## config.mk

```make
export PLATFORM = sky130hd
export DESIGN_NAME = array_linked_list_engine_unit
export DESIGN_NICKNAME = d
export VERILOG_FILES = /design/src/alle_pkg.sv /design/src/alle_store.sv /design/src/array_linked_list_engine_unit.sv
export SDC_FILE = /design/constraint.sdc
export NUM_CORES = 1
export LEC_CHECK = 0
export BUFFER_PORTS_ARGS = -buffer_cell sky130_fd_sc_hd__buf_4
export CORE_UTILIZATION = 39
export CTS_CLUSTER_SIZE = 20
export DETAILED_ROUTE_END_ITERATION = 8
export PLACE_DENSITY = 0.62
export SYNTH_ARGS = -nofsm -noshare
export SYNTH_HDL_FRONTEND = slang
export SYNTH_SLANG_ARGS = --single-unit
```

## constraint.sdc

```tcl
create_clock -name clk -period 6.6 [get_ports clk]
set_input_delay 0.33 -clock clk [delete_from_list [all_inputs] [get_ports clk]]
set_output_delay 0.33 -clock clk [all_outputs]
set_load 0.01 [all_outputs]
```

## src/alle_pkg.sv

```systemverilog
// ----------------------------------------------------------------------------
// Array linked list engine package
// Shared widths, request and status codes, and the word types that the
// engine and its slot store exchange.
// ----------------------------------------------------------------------------
package alle_pkg;

  localparam int DEPTH = 16;
  localparam int IDX_W = $clog2(DEPTH);
  localparam int LNK_W = $clog2(DEPTH + 1);
  localparam int VAL_W = 32;

  localparam logic [LNK_W-1:0] NIL = LNK_W'(DEPTH);

  localparam logic [1:0] REQ_INSERT = 2'd0;
  localparam logic [1:0] REQ_REMOVE = 2'd1;
  localparam logic [1:0] REQ_DUMP   = 2'd2;

  localparam logic [1:0] ST_OK   = 2'd0;
  localparam logic [1:0] ST_FULL = 2'd1;
  localparam logic [1:0] ST_MISS = 2'd2;

  typedef struct packed {
    logic [1:0]              req_type;
    logic signed [VAL_W-1:0] item_value;
  } req_t;

  typedef struct packed {
    logic [1:0]              status;
    logic signed [VAL_W-1:0] out_value;
    logic [IDX_W-1:0]        slot_index;
    logic [LNK_W-1:0]        next_index;
    logic                    is_empty;
    logic                    last;
  } rsp_t;

  typedef struct packed {
    logic                    rd_en;
    logic [IDX_W-1:0]        rd_addr;
    logic                    val_we;
    logic                    lnk_we;
    logic [IDX_W-1:0]        wr_addr;
    logic signed [VAL_W-1:0] val_data;
    logic [LNK_W-1:0]        lnk_data;
  } mem_req_t;

endpackage

```

## src/alle_store.sv

```systemverilog
// ----------------------------------------------------------------------------
// Slot store
// Value and link memories with one write port and one registered read port.
// Link entries never written read as the next slot index.
// ----------------------------------------------------------------------------
module alle_store (
  input  logic                             clk,
  input  logic                             rst,
  input  alle_pkg::mem_req_t               mreq,
  output logic signed [alle_pkg::VAL_W-1:0] val_rd,
  output logic [alle_pkg::LNK_W-1:0]       lnk_rd
);
  import alle_pkg::*;

  logic signed [VAL_W-1:0] val_mem [DEPTH];
  logic [LNK_W-1:0]        lnk_mem [DEPTH];
  logic [DEPTH-1:0]        lnk_ok;
  logic [LNK_W-1:0]        lnk_q;
  logic                    rd_ok_q;
  logic [IDX_W-1:0]        rd_addr_q;

  always_ff @(posedge clk) begin
    if (mreq.val_we) begin
      val_mem[mreq.wr_addr] <= mreq.val_data;
    end
    if (mreq.lnk_we) begin
      lnk_mem[mreq.wr_addr] <= mreq.lnk_data;
    end
    if (mreq.rd_en) begin
      val_rd    <= val_mem[mreq.rd_addr];
      lnk_q     <= lnk_mem[mreq.rd_addr];
      rd_ok_q   <= lnk_ok[mreq.rd_addr];
      rd_addr_q <= mreq.rd_addr;
    end
  end

  always_ff @(posedge clk) begin
    if (rst) begin
      lnk_ok <= '0;
    end else if (mreq.lnk_we) begin
      lnk_ok[mreq.wr_addr] <= 1'b1;
    end
  end

  assign lnk_rd = rd_ok_q ? lnk_q : ({1'b0, rd_addr_q} + LNK_W'(1));

endmodule

```

## src/array_linked_list_engine_unit.sv

```systemverilog
// ----------------------------------------------------------------------------
// Array linked list engine
// Singly linked list over a fixed slot pool with a LIFO free list.
// Dump emits one word per cycle, DEPTH at most, set by the one read port of the
// slot store. Results appear in the cycle after they are decided; the receiver
// cannot stall.
// Synchronous reset empties the list and puts every slot on the free list.
// ----------------------------------------------------------------------------
module array_linked_list_engine_unit (
  input  logic           clk,
  input  logic           rst,
  input  logic           start,
  output logic           busy,
  input  alle_pkg::req_t req,
  output logic           rsp_valid,
  output alle_pkg::rsp_t rsp
);
  import alle_pkg::*;

  typedef enum logic [5:0] {
    S_IDLE    = 6'b000001,
    S_INS     = 6'b000010,
    S_INS_LNK = 6'b000100,
    S_RM      = 6'b001000,
    S_RM_LNK  = 6'b010000,
    S_DUMP    = 6'b100000
  } state_t;

  state_t                  state, state_next;
  logic [LNK_W-1:0]        head, head_next;
  logic [LNK_W-1:0]        tail, tail_next;
  logic [LNK_W-1:0]        free_ptr, free_next;
  logic [LNK_W-1:0]        prev, prev_next;
  logic [LNK_W-1:0]        succ, succ_next;
  logic [LNK_W-1:0]        steps, steps_next;
  logic [IDX_W-1:0]        cur, cur_next;
  logic [IDX_W-1:0]        cnt, cnt_next;
  logic signed [VAL_W-1:0] key, key_next;
  logic                    rsp_valid_next;
  rsp_t                    rsp_next;
  mem_req_t                mreq;
  logic signed [VAL_W-1:0] val_rd;
  logic [LNK_W-1:0]        lnk_rd;
  logic                    fin;

  function automatic rsp_t make_rsp(input logic [1:0] st, input logic signed [VAL_W-1:0] v,
                                    input logic [IDX_W-1:0] s, input logic [LNK_W-1:0] n,
                                    input logic e, input logic l);
    rsp_t r;
    r.status     = st;
    r.out_value  = v;
    r.slot_index = s;
    r.next_index = n;
    r.is_empty   = e;
    r.last       = l;
    return r;
  endfunction

  alle_store u_store (
    .clk    (clk),
    .rst    (rst),
    .mreq   (mreq),
    .val_rd (val_rd),
    .lnk_rd (lnk_rd)
  );

  assign busy = (state != S_IDLE);
  assign fin  = (lnk_rd == NIL) || (cnt == IDX_W'(DEPTH - 1));

  always_comb begin
    state_next     = state;
    head_next      = head;
    tail_next      = tail;
    free_next      = free_ptr;
    prev_next      = prev;
    succ_next      = succ;
    steps_next     = steps;
    cur_next       = cur;
    cnt_next       = cnt;
    key_next       = key;
    rsp_valid_next = 1'b0;
    rsp_next       = make_rsp(ST_MISS, '0, '0, NIL, 1'b0, 1'b1);
    mreq           = '0;
    mreq.val_data  = key;
    unique case (state)
      S_IDLE: begin
        if (start) begin
          key_next = req.item_value;
          case (req.req_type)
            REQ_INSERT: begin
              if (free_ptr == NIL) begin
                rsp_valid_next = 1'b1;
                rsp_next = make_rsp(ST_FULL, '0, '0, NIL, head == NIL, 1'b1);
              end else begin
                mreq.rd_en   = 1'b1;
                mreq.rd_addr = free_ptr[IDX_W-1:0];
                cur_next     = free_ptr[IDX_W-1:0];
                state_next   = S_INS;
              end
            end
            REQ_REMOVE, REQ_DUMP: begin
              if (head == NIL) begin
                rsp_valid_next = 1'b1;
                rsp_next = make_rsp(ST_MISS, '0, '0, NIL, 1'b1, 1'b1);
              end else begin
                mreq.rd_en   = 1'b1;
                mreq.rd_addr = head[IDX_W-1:0];
                cur_next     = head[IDX_W-1:0];
                prev_next    = NIL;
                steps_next   = '0;
                cnt_next     = '0;
                state_next   = (req.req_type == REQ_DUMP) ? S_DUMP : S_RM;
              end
            end
            default: begin
            end
          endcase
        end
      end
      S_INS: begin
        free_next      = lnk_rd;
        mreq.val_we    = 1'b1;
        mreq.lnk_we    = 1'b1;
        mreq.wr_addr   = cur;
        mreq.lnk_data  = NIL;
        rsp_valid_next = 1'b1;
        rsp_next       = make_rsp(ST_OK, key, cur, NIL, 1'b0, 1'b1);
        if (head == NIL) begin
          head_next  = {1'b0, cur};
          tail_next  = {1'b0, cur};
          state_next = S_IDLE;
        end else if (tail != NIL) begin
          state_next = S_INS_LNK;
        end else begin
          tail_next  = {1'b0, cur};
          state_next = S_IDLE;
        end
      end
      S_INS_LNK: begin
        mreq.lnk_we   = 1'b1;
        mreq.wr_addr  = tail[IDX_W-1:0];
        mreq.lnk_data = {1'b0, cur};
        tail_next     = {1'b0, cur};
        state_next    = S_IDLE;
      end
      S_RM: begin
        if (val_rd == key) begin
          rsp_valid_next = 1'b1;
          rsp_next = make_rsp(ST_OK, val_rd, cur, lnk_rd,
                              (prev == NIL) && (lnk_rd == NIL), 1'b1);
          mreq.lnk_we   = 1'b1;
          mreq.wr_addr  = cur;
          mreq.lnk_data = free_ptr;
          free_next     = {1'b0, cur};
          if (prev == NIL) begin
            head_next = lnk_rd;
            if (lnk_rd == NIL) begin
              tail_next = NIL;
            end
            state_next = S_IDLE;
          end else begin
            succ_next = lnk_rd;
            if ({1'b0, cur} == tail) begin
              tail_next = prev;
            end
            state_next = S_RM_LNK;
          end
        end else if ((lnk_rd == NIL) || (steps == LNK_W'(DEPTH - 1))) begin
          rsp_valid_next = 1'b1;
          rsp_next = make_rsp(ST_MISS, '0, '0, NIL, head == NIL, 1'b1);
          state_next = S_IDLE;
        end else begin
          prev_next    = {1'b0, cur};
          cur_next     = lnk_rd[IDX_W-1:0];
          steps_next   = steps + LNK_W'(1);
          mreq.rd_en   = 1'b1;
          mreq.rd_addr = lnk_rd[IDX_W-1:0];
        end
      end
      S_RM_LNK: begin
        mreq.lnk_we   = 1'b1;
        mreq.wr_addr  = prev[IDX_W-1:0];
        mreq.lnk_data = succ;
        state_next    = S_IDLE;
      end
      S_DUMP: begin
        rsp_valid_next = 1'b1;
        rsp_next = make_rsp(ST_OK, val_rd, cur, lnk_rd, 1'b0, fin);
        if (fin) begin
          state_next = S_IDLE;
        end else begin
          cur_next     = lnk_rd[IDX_W-1:0];
          cnt_next     = cnt + IDX_W'(1);
          mreq.rd_en   = 1'b1;
          mreq.rd_addr = lnk_rd[IDX_W-1:0];
        end
      end
      default: begin
        state_next = S_IDLE;
      end
    endcase
  end

  always_ff @(posedge clk) begin
    if (rst) begin
      state     <= S_IDLE;
      head      <= NIL;
      tail      <= NIL;
      free_ptr  <= '0;
      rsp_valid <= 1'b0;
    end else begin
      state     <= state_next;
      head      <= head_next;
      tail      <= tail_next;
      free_ptr  <= free_next;
      rsp_valid <= rsp_valid_next;
    end
  end

  always_ff @(posedge clk) begin
    prev  <= prev_next;
    succ  <= succ_next;
    steps <= steps_next;
    cur   <= cur_next;
    cnt   <= cnt_next;
    key   <= key_next;
    rsp   <= rsp_next;
  end

endmodule

```

==> metrics.txt, run 1 <==
Distinct cells, synth 76; Hold WS 0.1303 ns; worst-margin pin slew 1.127 ns; # hold bufs at CTS 33; P per Cell Area 314.8 mW/mm²; vias after detailed routing 19493; critical path's slowest cell edfxtp_1; Post-CTS Setup Bufs 0; Final Hold Violating Endpoints 0; commonest non-fill, non-tap cell in the layout edfxtp_1; Worst Clk Skew 0.04241 ns; Rel. slew slack 0.2485; area delta synth->final 15.66%; total stage count of the critical path 11; Top FF cell, synth edfxtp_1; Port Buffers 83; Worst R2R Path Depth 11; reg-to-reg endpoint u_store.val_rd[13]$_DFFE_PP_; CP bufs+invs 2; Boundary Pins 84; TritonRoute pass-1 iters 7; clk root buf clkbuf_16; CP max stage delay 0.71 ns; synthesized cell area 0.03079 mm²; WP data required 6.98 ns; Hold WC Path Type input port to flip-flop; Final Slew Violations 0; WHS Path Cells 2; Crit. End Element flip-flop; post_cts resized 0; DIE AREA 0.08009 mm²; status complete, no violations; final period utilization 0.8244; most frequent cells in the layout 689 x edfxtp_1, 180 x nand2_1, 180 x a211oi_1; layout cells sized above 1 0.1502; unrepaired setup endpoints after global routing false; first-pass GRT wire length 125600 µm; initial DRC count 2086; worst skew pair latency 0.64 ns; DRT Wirelength 85170 µm; row count 102; Nets 2262; CTS max path bufs 3; r2r setup slk 1.16 ns; critical path cell sequence xor2_1 -> nor4_1 -> nand4_1 -> o21ai_2 -> o211ai_1 -> nand2_8 -> inv_4 -> buf_12 -> a21oi_1 -> a221oi_1 -> or4_1; Hold Path Origin rst; Overflow after GRT 0; register area share after synthesis 0.7259; worst hold endpoint head[0]$_SDFFE_PP0P_; Ys Warns 0; EDFF count, synth 689; peak supply drop 214.2 µV; TritonCTS clock tree done; Core ar. 0.07785 mm²; post-route ant nets 0; WL per Instance 25.63 µm; drt via density 5.866; Fillers 6785; initial antenna violation count 0; Setup Viol. Count Final 0; synthesized flop and latch total 772; RePlAce Congestion 0.9151; Mapped Nets 2167; kind of critical path flip-flop to flip-flop; RR Startpoint key[9]$_DFFE_PP_; drt drc 0; LEAKAGE 12.32 nW; Post-Syn Instances 2122; initial core utilization 0.3955; die span in x 283.0 µm; Fmax 0.1838 GHz; total CTS buffers 79; worst-path maximum fanout 89; startpoint types flip-flop; maxcap violations 0; CP top delay family simple AND/OR/NAND/NOR gates; Detail Placement HPWL 45620 µm; Die Height 283.0 µm; GRT Overall Usage 0.2084; # clock sinks 772; Clock H-tree levels 3; Final min period 5.441 ns; Ant. Diodes 0; setup TNS 0 ns; vias in the first global route 18802; Post-Syn Area per Cell 14.51 µm²; CP arrival 5.82 ns; ys async rst share 0; largest net degree at the start of global routing 131; Reg clk slew, reported paths 0.06 ns
==> worst register-to-register path, cell delays in order (launching register included) <==
cell      delay (ns)
edfxtp_1        0.71
xor2_1          0.23
nor4_1          0.61
nand4_1         0.49
o21ai_2         0.54
o211ai_1        0.35
nand2_8         0.52
inv_4           0.42
buf_12          0.41
a21oi_1         0.30
a221oi_1        0.09
or4_1           0.52
==> per-layer routing <==
layer	wire length, µm	global-route usage	up-vias
met5	0	0	-
met4	2233	0.06236	0
met3	6580	0.03374	156
met2	40280	0.3329	922
met1	36080	0.2922	9933
li1	-	-	8482
==> cell usage after synthesis (all sizes together) (6+ instances only) <==
| cell type | n | area share |
|---|---|---|
| edfxtp | 689 | 0.67 |
| a211oi | 203 | 0.053 |
| nand2 | 183 | 0.023 |
| a21oi | 167 | 0.027 |
| and3 | 111 | 0.023 |
| clkbuf | 83 | 0.010 |
| dfxtp | 83 | 0.054 |
| nor2 | 68 | 0.0086 |
| buf | 65 | 0.012 |
| inv | 46 | 0.0056 |
| mux2i | 46 | 0.015 |
| a221oi | 37 | 0.011 |
| a22o | 36 | 0.010 |
| xor2 | 36 | 0.010 |
| or4 | 31 | 0.0078 |
| o21ai | 25 | 0.0043 |
| or2 | 18 | 0.0037 |
| nor4 | 14 | 0.0028 |
| a22oi | 12 | 0.0029 |
| nor3 | 12 | 0.0020 |
| a21o | 10 | 0.0024 |
| a31oi | 10 | 0.0020 |
| a311oi | 9 | 0.0026 |
| a222oi | 8 | 0.0026 |
| and2 | 8 | 0.0016 |
| ha | 8 | 0.0033 |
| nand3 | 8 | 0.0015 |
| nand4 | 8 | 0.0016 |
| nor2b | 8 | 0.0016 |
| o32ai | 7 | 0.0020 |
| a2111oi | 6 | 0.0017 |
| nor3b | 6 | 0.0024 |
| xnor2 | 6 | 0.0017 |
==> registers in the layout (all words and copies together) (netlist names), 6 cells and up <==
name and cells:
u_store.val_rd 32, u_store.lnk_mem 80, u_store.val_mem 512, key 32, u_store.lnk_ok 16, rsp 45, state 6
==> area by class of cell <==
cell class                 instances  area, µm²  share of cell area
clock buffer                     110       2196             0.06165
sequential                       772      22350              0.6276
timing repair buffer             162       1399             0.03927
inverter                          47      181.4            0.005094
tap                             1040       1301             0.03653
multi-input combinational       1155       7776              0.2183
clock inverter                    37      411.6             0.01156
==> how the worst max path moves through the flow <==
stage	from	endpoint	slack (ns)
after floorplan	key[31]$_DFFE_PP_	u_store.val_mem[15][0]$_DFFE_PP_	1.23
after global placement	key[17]$_DFFE_PP_	u_store.val_rd[7]$_DFFE_PP_	1.42
after detailed placement	key[9]$_DFFE_PP_	u_store.val_rd[13]$_DFFE_PP_	1.34
after CTS	key[9]$_DFFE_PP_	u_store.val_rd[13]$_DFFE_PP_	1.33
after global routing	key[26]$_DFFE_PP_	u_store.val_rd[7]$_DFFE_PP_	1.05
final	key[9]$_DFFE_PP_	u_store.val_rd[13]$_DFFE_PP_	1.16
==> logic make-up (layout without fill, tap and decap cells) <==
kind of cell	count (synthesis)	in the layout	share of synthesized area
flip-flops	772	772	0.7259
multiplexers	46	46	0.01507
adder cells (fa/ha/maj)	8	8	0.003251
AO/OA/AOI/OAI	564	564	0.1323
buffers and inverters	195	356	0.02804
XOR/XNOR	42	42	0.01195
AND/OR/NAND/NOR	495	495	0.08350
==> through the flow <==
step / total power, W / cells / utilization / setup slack [ns] / instance area (µm²)
final: 0.01121 / 3323 / 0.4575 / 1.159 / 35620
after CTS: 0.01127 / 3323 / 0.4575 / 1.327 / 35620
after global placement: 0.006785 / 3143 / 0.4198 / 1.424 / 32680
after detailed placement: 0.006805 / 3143 / 0.4198 / 1.343 / 32680
after floorplan: 0.006344 / 2122 / - / 1.232 / 30790
after global routing: 0.01152 / 3323 / 0.4575 / 1.045 / 35620
==> power by group <==
part	internal, W	switching (W)	total, W
Sequential	0.00563	0.000281	0.00591
Combinational	0.000246	0.000579	0.000825
Clock	0.00262	0.00186	0.00448
Power figures use the tool's default switching activity.
==> inputs of run 2 (changes only) <==
==> constraint.sdc (replaced) <==
create_clock -name clk -period 5.4 [get_ports clk]
set_input_delay 0.27 -clock clk [delete_from_list [all_inputs] [get_ports clk]]
set_output_delay 0.27 -clock clk [all_outputs]
set_load 0.01 [all_outputs]
==> metrics.txt, run 2 (synthesis results as in run 1) <==
status complete, no violations; vias in the first global route 19467 (+3.5%); commonest non-fill, non-tap cell in the layout edfxtp_1; final cell count without fillers 3379 (+1.7%); Biggest register u_store.val_mem; setup TNS 0 ns (unchanged); RePlAce Congestion 0.8765 (-4.2%); Post-CTS Setup Bufs 0 (unchanged); # clock sinks 772 (unchanged); Overflow after GRT 0 (unchanged); DRT Wirelength 86460 µm (+1.5%); Final Slew Violations 0 (unchanged); Detail Placement HPWL 48360 µm (+6.0%); Reg clk slew, reported paths 0.06 ns (about the same); Fillers 6769 (-0.24%); worst hold endpoint free_ptr[4]$_SDFFE_PP0P_; Hold Path Origin rst; initial core utilization 0.3955 (unchanged); WP data required 5.81 ns (-1.17 ns); post-route ant nets 0 (unchanged); final period utilization 0.8391 (+0.01472); initial antenna violation count 1 (+1); peak supply drop 306.4 µV (+43%); worst-margin pin slew 0.9418 ns (-0.1855 ns); Clock H-tree levels 3 (unchanged); Hold WC Path Type input port to flip-flop; WL per Instance 25.59 µm (-0.17%); LEAKAGE 12.71 nW (+3.2%); CTS max path bufs 3 (unchanged); die span in x 283.0 µm (unchanged); Inst Count DP 3198 (+1.7%); max reg flops 512 (unchanged); TritonRoute pass-1 iters 5 (-2); TritonCTS clock tree done; Boundary Pins 84 (unchanged); worst skew pair latency 0.67 ns (+0.03 ns); Regs by FF count u_store.val_mem (512), u_store.lnk_mem (80), rsp (45); post_cts resized 0 (unchanged); Nets 2318 (+2.5%); drt drc 0 (unchanged); Final Hold Violating Endpoints 0 (unchanged); RR Startpoint u_store.rd_addr_q[2]$_DFFE_PP_; WHS Path Cells 2 (unchanged); r2r setup slk 0.87 ns (-0.29 ns); Fmax 0.2207 GHz (+20%); Core ar. 0.07785 mm² (unchanged); Rel. slew slack 0.3721 (+0.1236); total CTS buffers 80 (+1.3%); Port Buffers 83 (unchanged); CP arrival 4.94 ns (-0.88 ns); worst-path maximum fanout 92 (+3.4%); layout cells sized above 1 0.1715 (+0.02127); kind of critical path flip-flop to flip-flop; clk root buf clkbuf_16; unrepaired setup endpoints after global routing false; area delta synth->final 18.55%; Die Height 283.0 µm (unchanged); DIE AREA 0.08009 mm² (unchanged); maxcap violations 0 (unchanged); row count 102 (unchanged); first-pass GRT wire length 128200 µm (+2.0%); Worst R2R Path Depth 12 (+1); reg-to-reg endpoint u_store.val_rd[22]$_DFFE_PP_; vias after detailed routing 19846 (+1.8%); drt via density 5.873 (+0.12%); largest net degree at the start of global routing 128 (-2.3%); P per Cell Area 379.4 mW/mm² (+21%); utilization after layout 0.4689 (+0.01143); Setup Viol. Count Final 0 (unchanged); startpoint types flip-flop; Final min period 4.531 ns (-0.9098 ns); Crit. End Element flip-flop; initial DRC count 2152 (+3.2%); Worst Clk Skew 0.04916 ns (+0.006747 ns); GRT Overall Usage 0.2127 (+0.004373); most frequent cells in the layout 689 x edfxtp_1, 180 x nand2_1, 180 x a211oi_1
[run 2: changes by cell type in the layout (fill, tap and decap cells not counted)]
cell        change
diode_2         +1
buf_4          +22
clkinv_16       +2
clkbuf_1        +1
clkinv_1        -4
buf_12         +33
clkbuf_8        +1
clkinvlp_4      +1
inv_6           -1
[run 2: how the worst max path moves through the flow]
stage                                         from  cells past startpoint  slack (ns)                                to
finish              u_store.rd_addr_q[2]$_DFFE_PP_                     12        0.87      u_store.val_rd[22]$_DFFE_PP_
global placement             state[1]$_SDFFE_PP0P_                     11         1.0         u_store.rd_ok_q$_DFFE_PP_
detailed placement               key[13]$_DFFE_PP_                     11        0.93       u_store.val_rd[6]$_DFFE_PP_
global route                     key[13]$_DFFE_PP_                     11        0.71  u_store.val_mem[3][25]$_DFFE_PP_
CTS                              key[19]$_DFFE_PP_                     13        0.92         u_store.rd_ok_q$_DFFE_PP_
floorplan                        key[31]$_DFFE_PP_                     10        0.03  u_store.val_mem[15][0]$_DFFE_PP_
[run 2: critical path, stage by stage, from the launching register on]
cell and delay [ns]:
edfxtp_1 0.42, nand3_1 0.13, xor2_1 0.16, o21a_1 0.30
clkinv_1 0.43, o311ai_4 0.68, o211ai_1 0.24, buf_12 0.26
buf_4 0.39, a2111oi_0 0.48, or3b_2 0.22, o32ai_1 0.09
or3_1 0.32
[run 2: timing repair]
action,4_1_cts,5_1_grt
hold buffers,33,0
setup endpoints to repair,0,0
hold endpoints to repair,33,0
[run 2: layout make-up]
cell class / instances / area (µm²) / share of cell area
tap: 1040 / 1301 / 0.03564
inverter: 47 / 181.4 / 0.004970
multi-input combinational: 1155 / 7776 / 0.2130
sequential: 772 / 22350 / 0.6123
clock inverter: 35 / 455.4 / 0.01248
timing repair buffer: 217 / 2225 / 0.06094
clock buffer: 112 / 2213 / 0.06063
antenna: 1 / 2.502 / 0.00006855
[run 2: where the power goes]
part	total, W	switching, W	internal (W)	leakage, nW
registers	0.00714	0.000267	0.00687	7.02
clock network	0.00557	0.00234	0.00323	1.30
logic	0.00114	0.000803	0.000339	4.39
[run 2: routing by layer]
layer  track usage  share of wire  up-vias
li1              -              -     8602
met1        0.2979           0.42    10052
met2        0.3360           0.47      993
met3       0.03414          0.079      197
met4       0.07351          0.031        2
met5             0        0.00013        -
[run 2: metrics by stage]
stage	hold slack [ns]	instance area (µm²)	setup WS, ns	power (W)
after global routing	0.06476	36500	0.7055	0.01425
final	0.05992	36510	0.8687	0.01385
after detailed placement	0.4390	33500	0.9340	0.008374
after floorplan	0.3689	30790	0.03210	0.007754
after global placement	0.4359	33500	0.9974	0.008362
after CTS	0.02362	36500	0.9192	0.01393
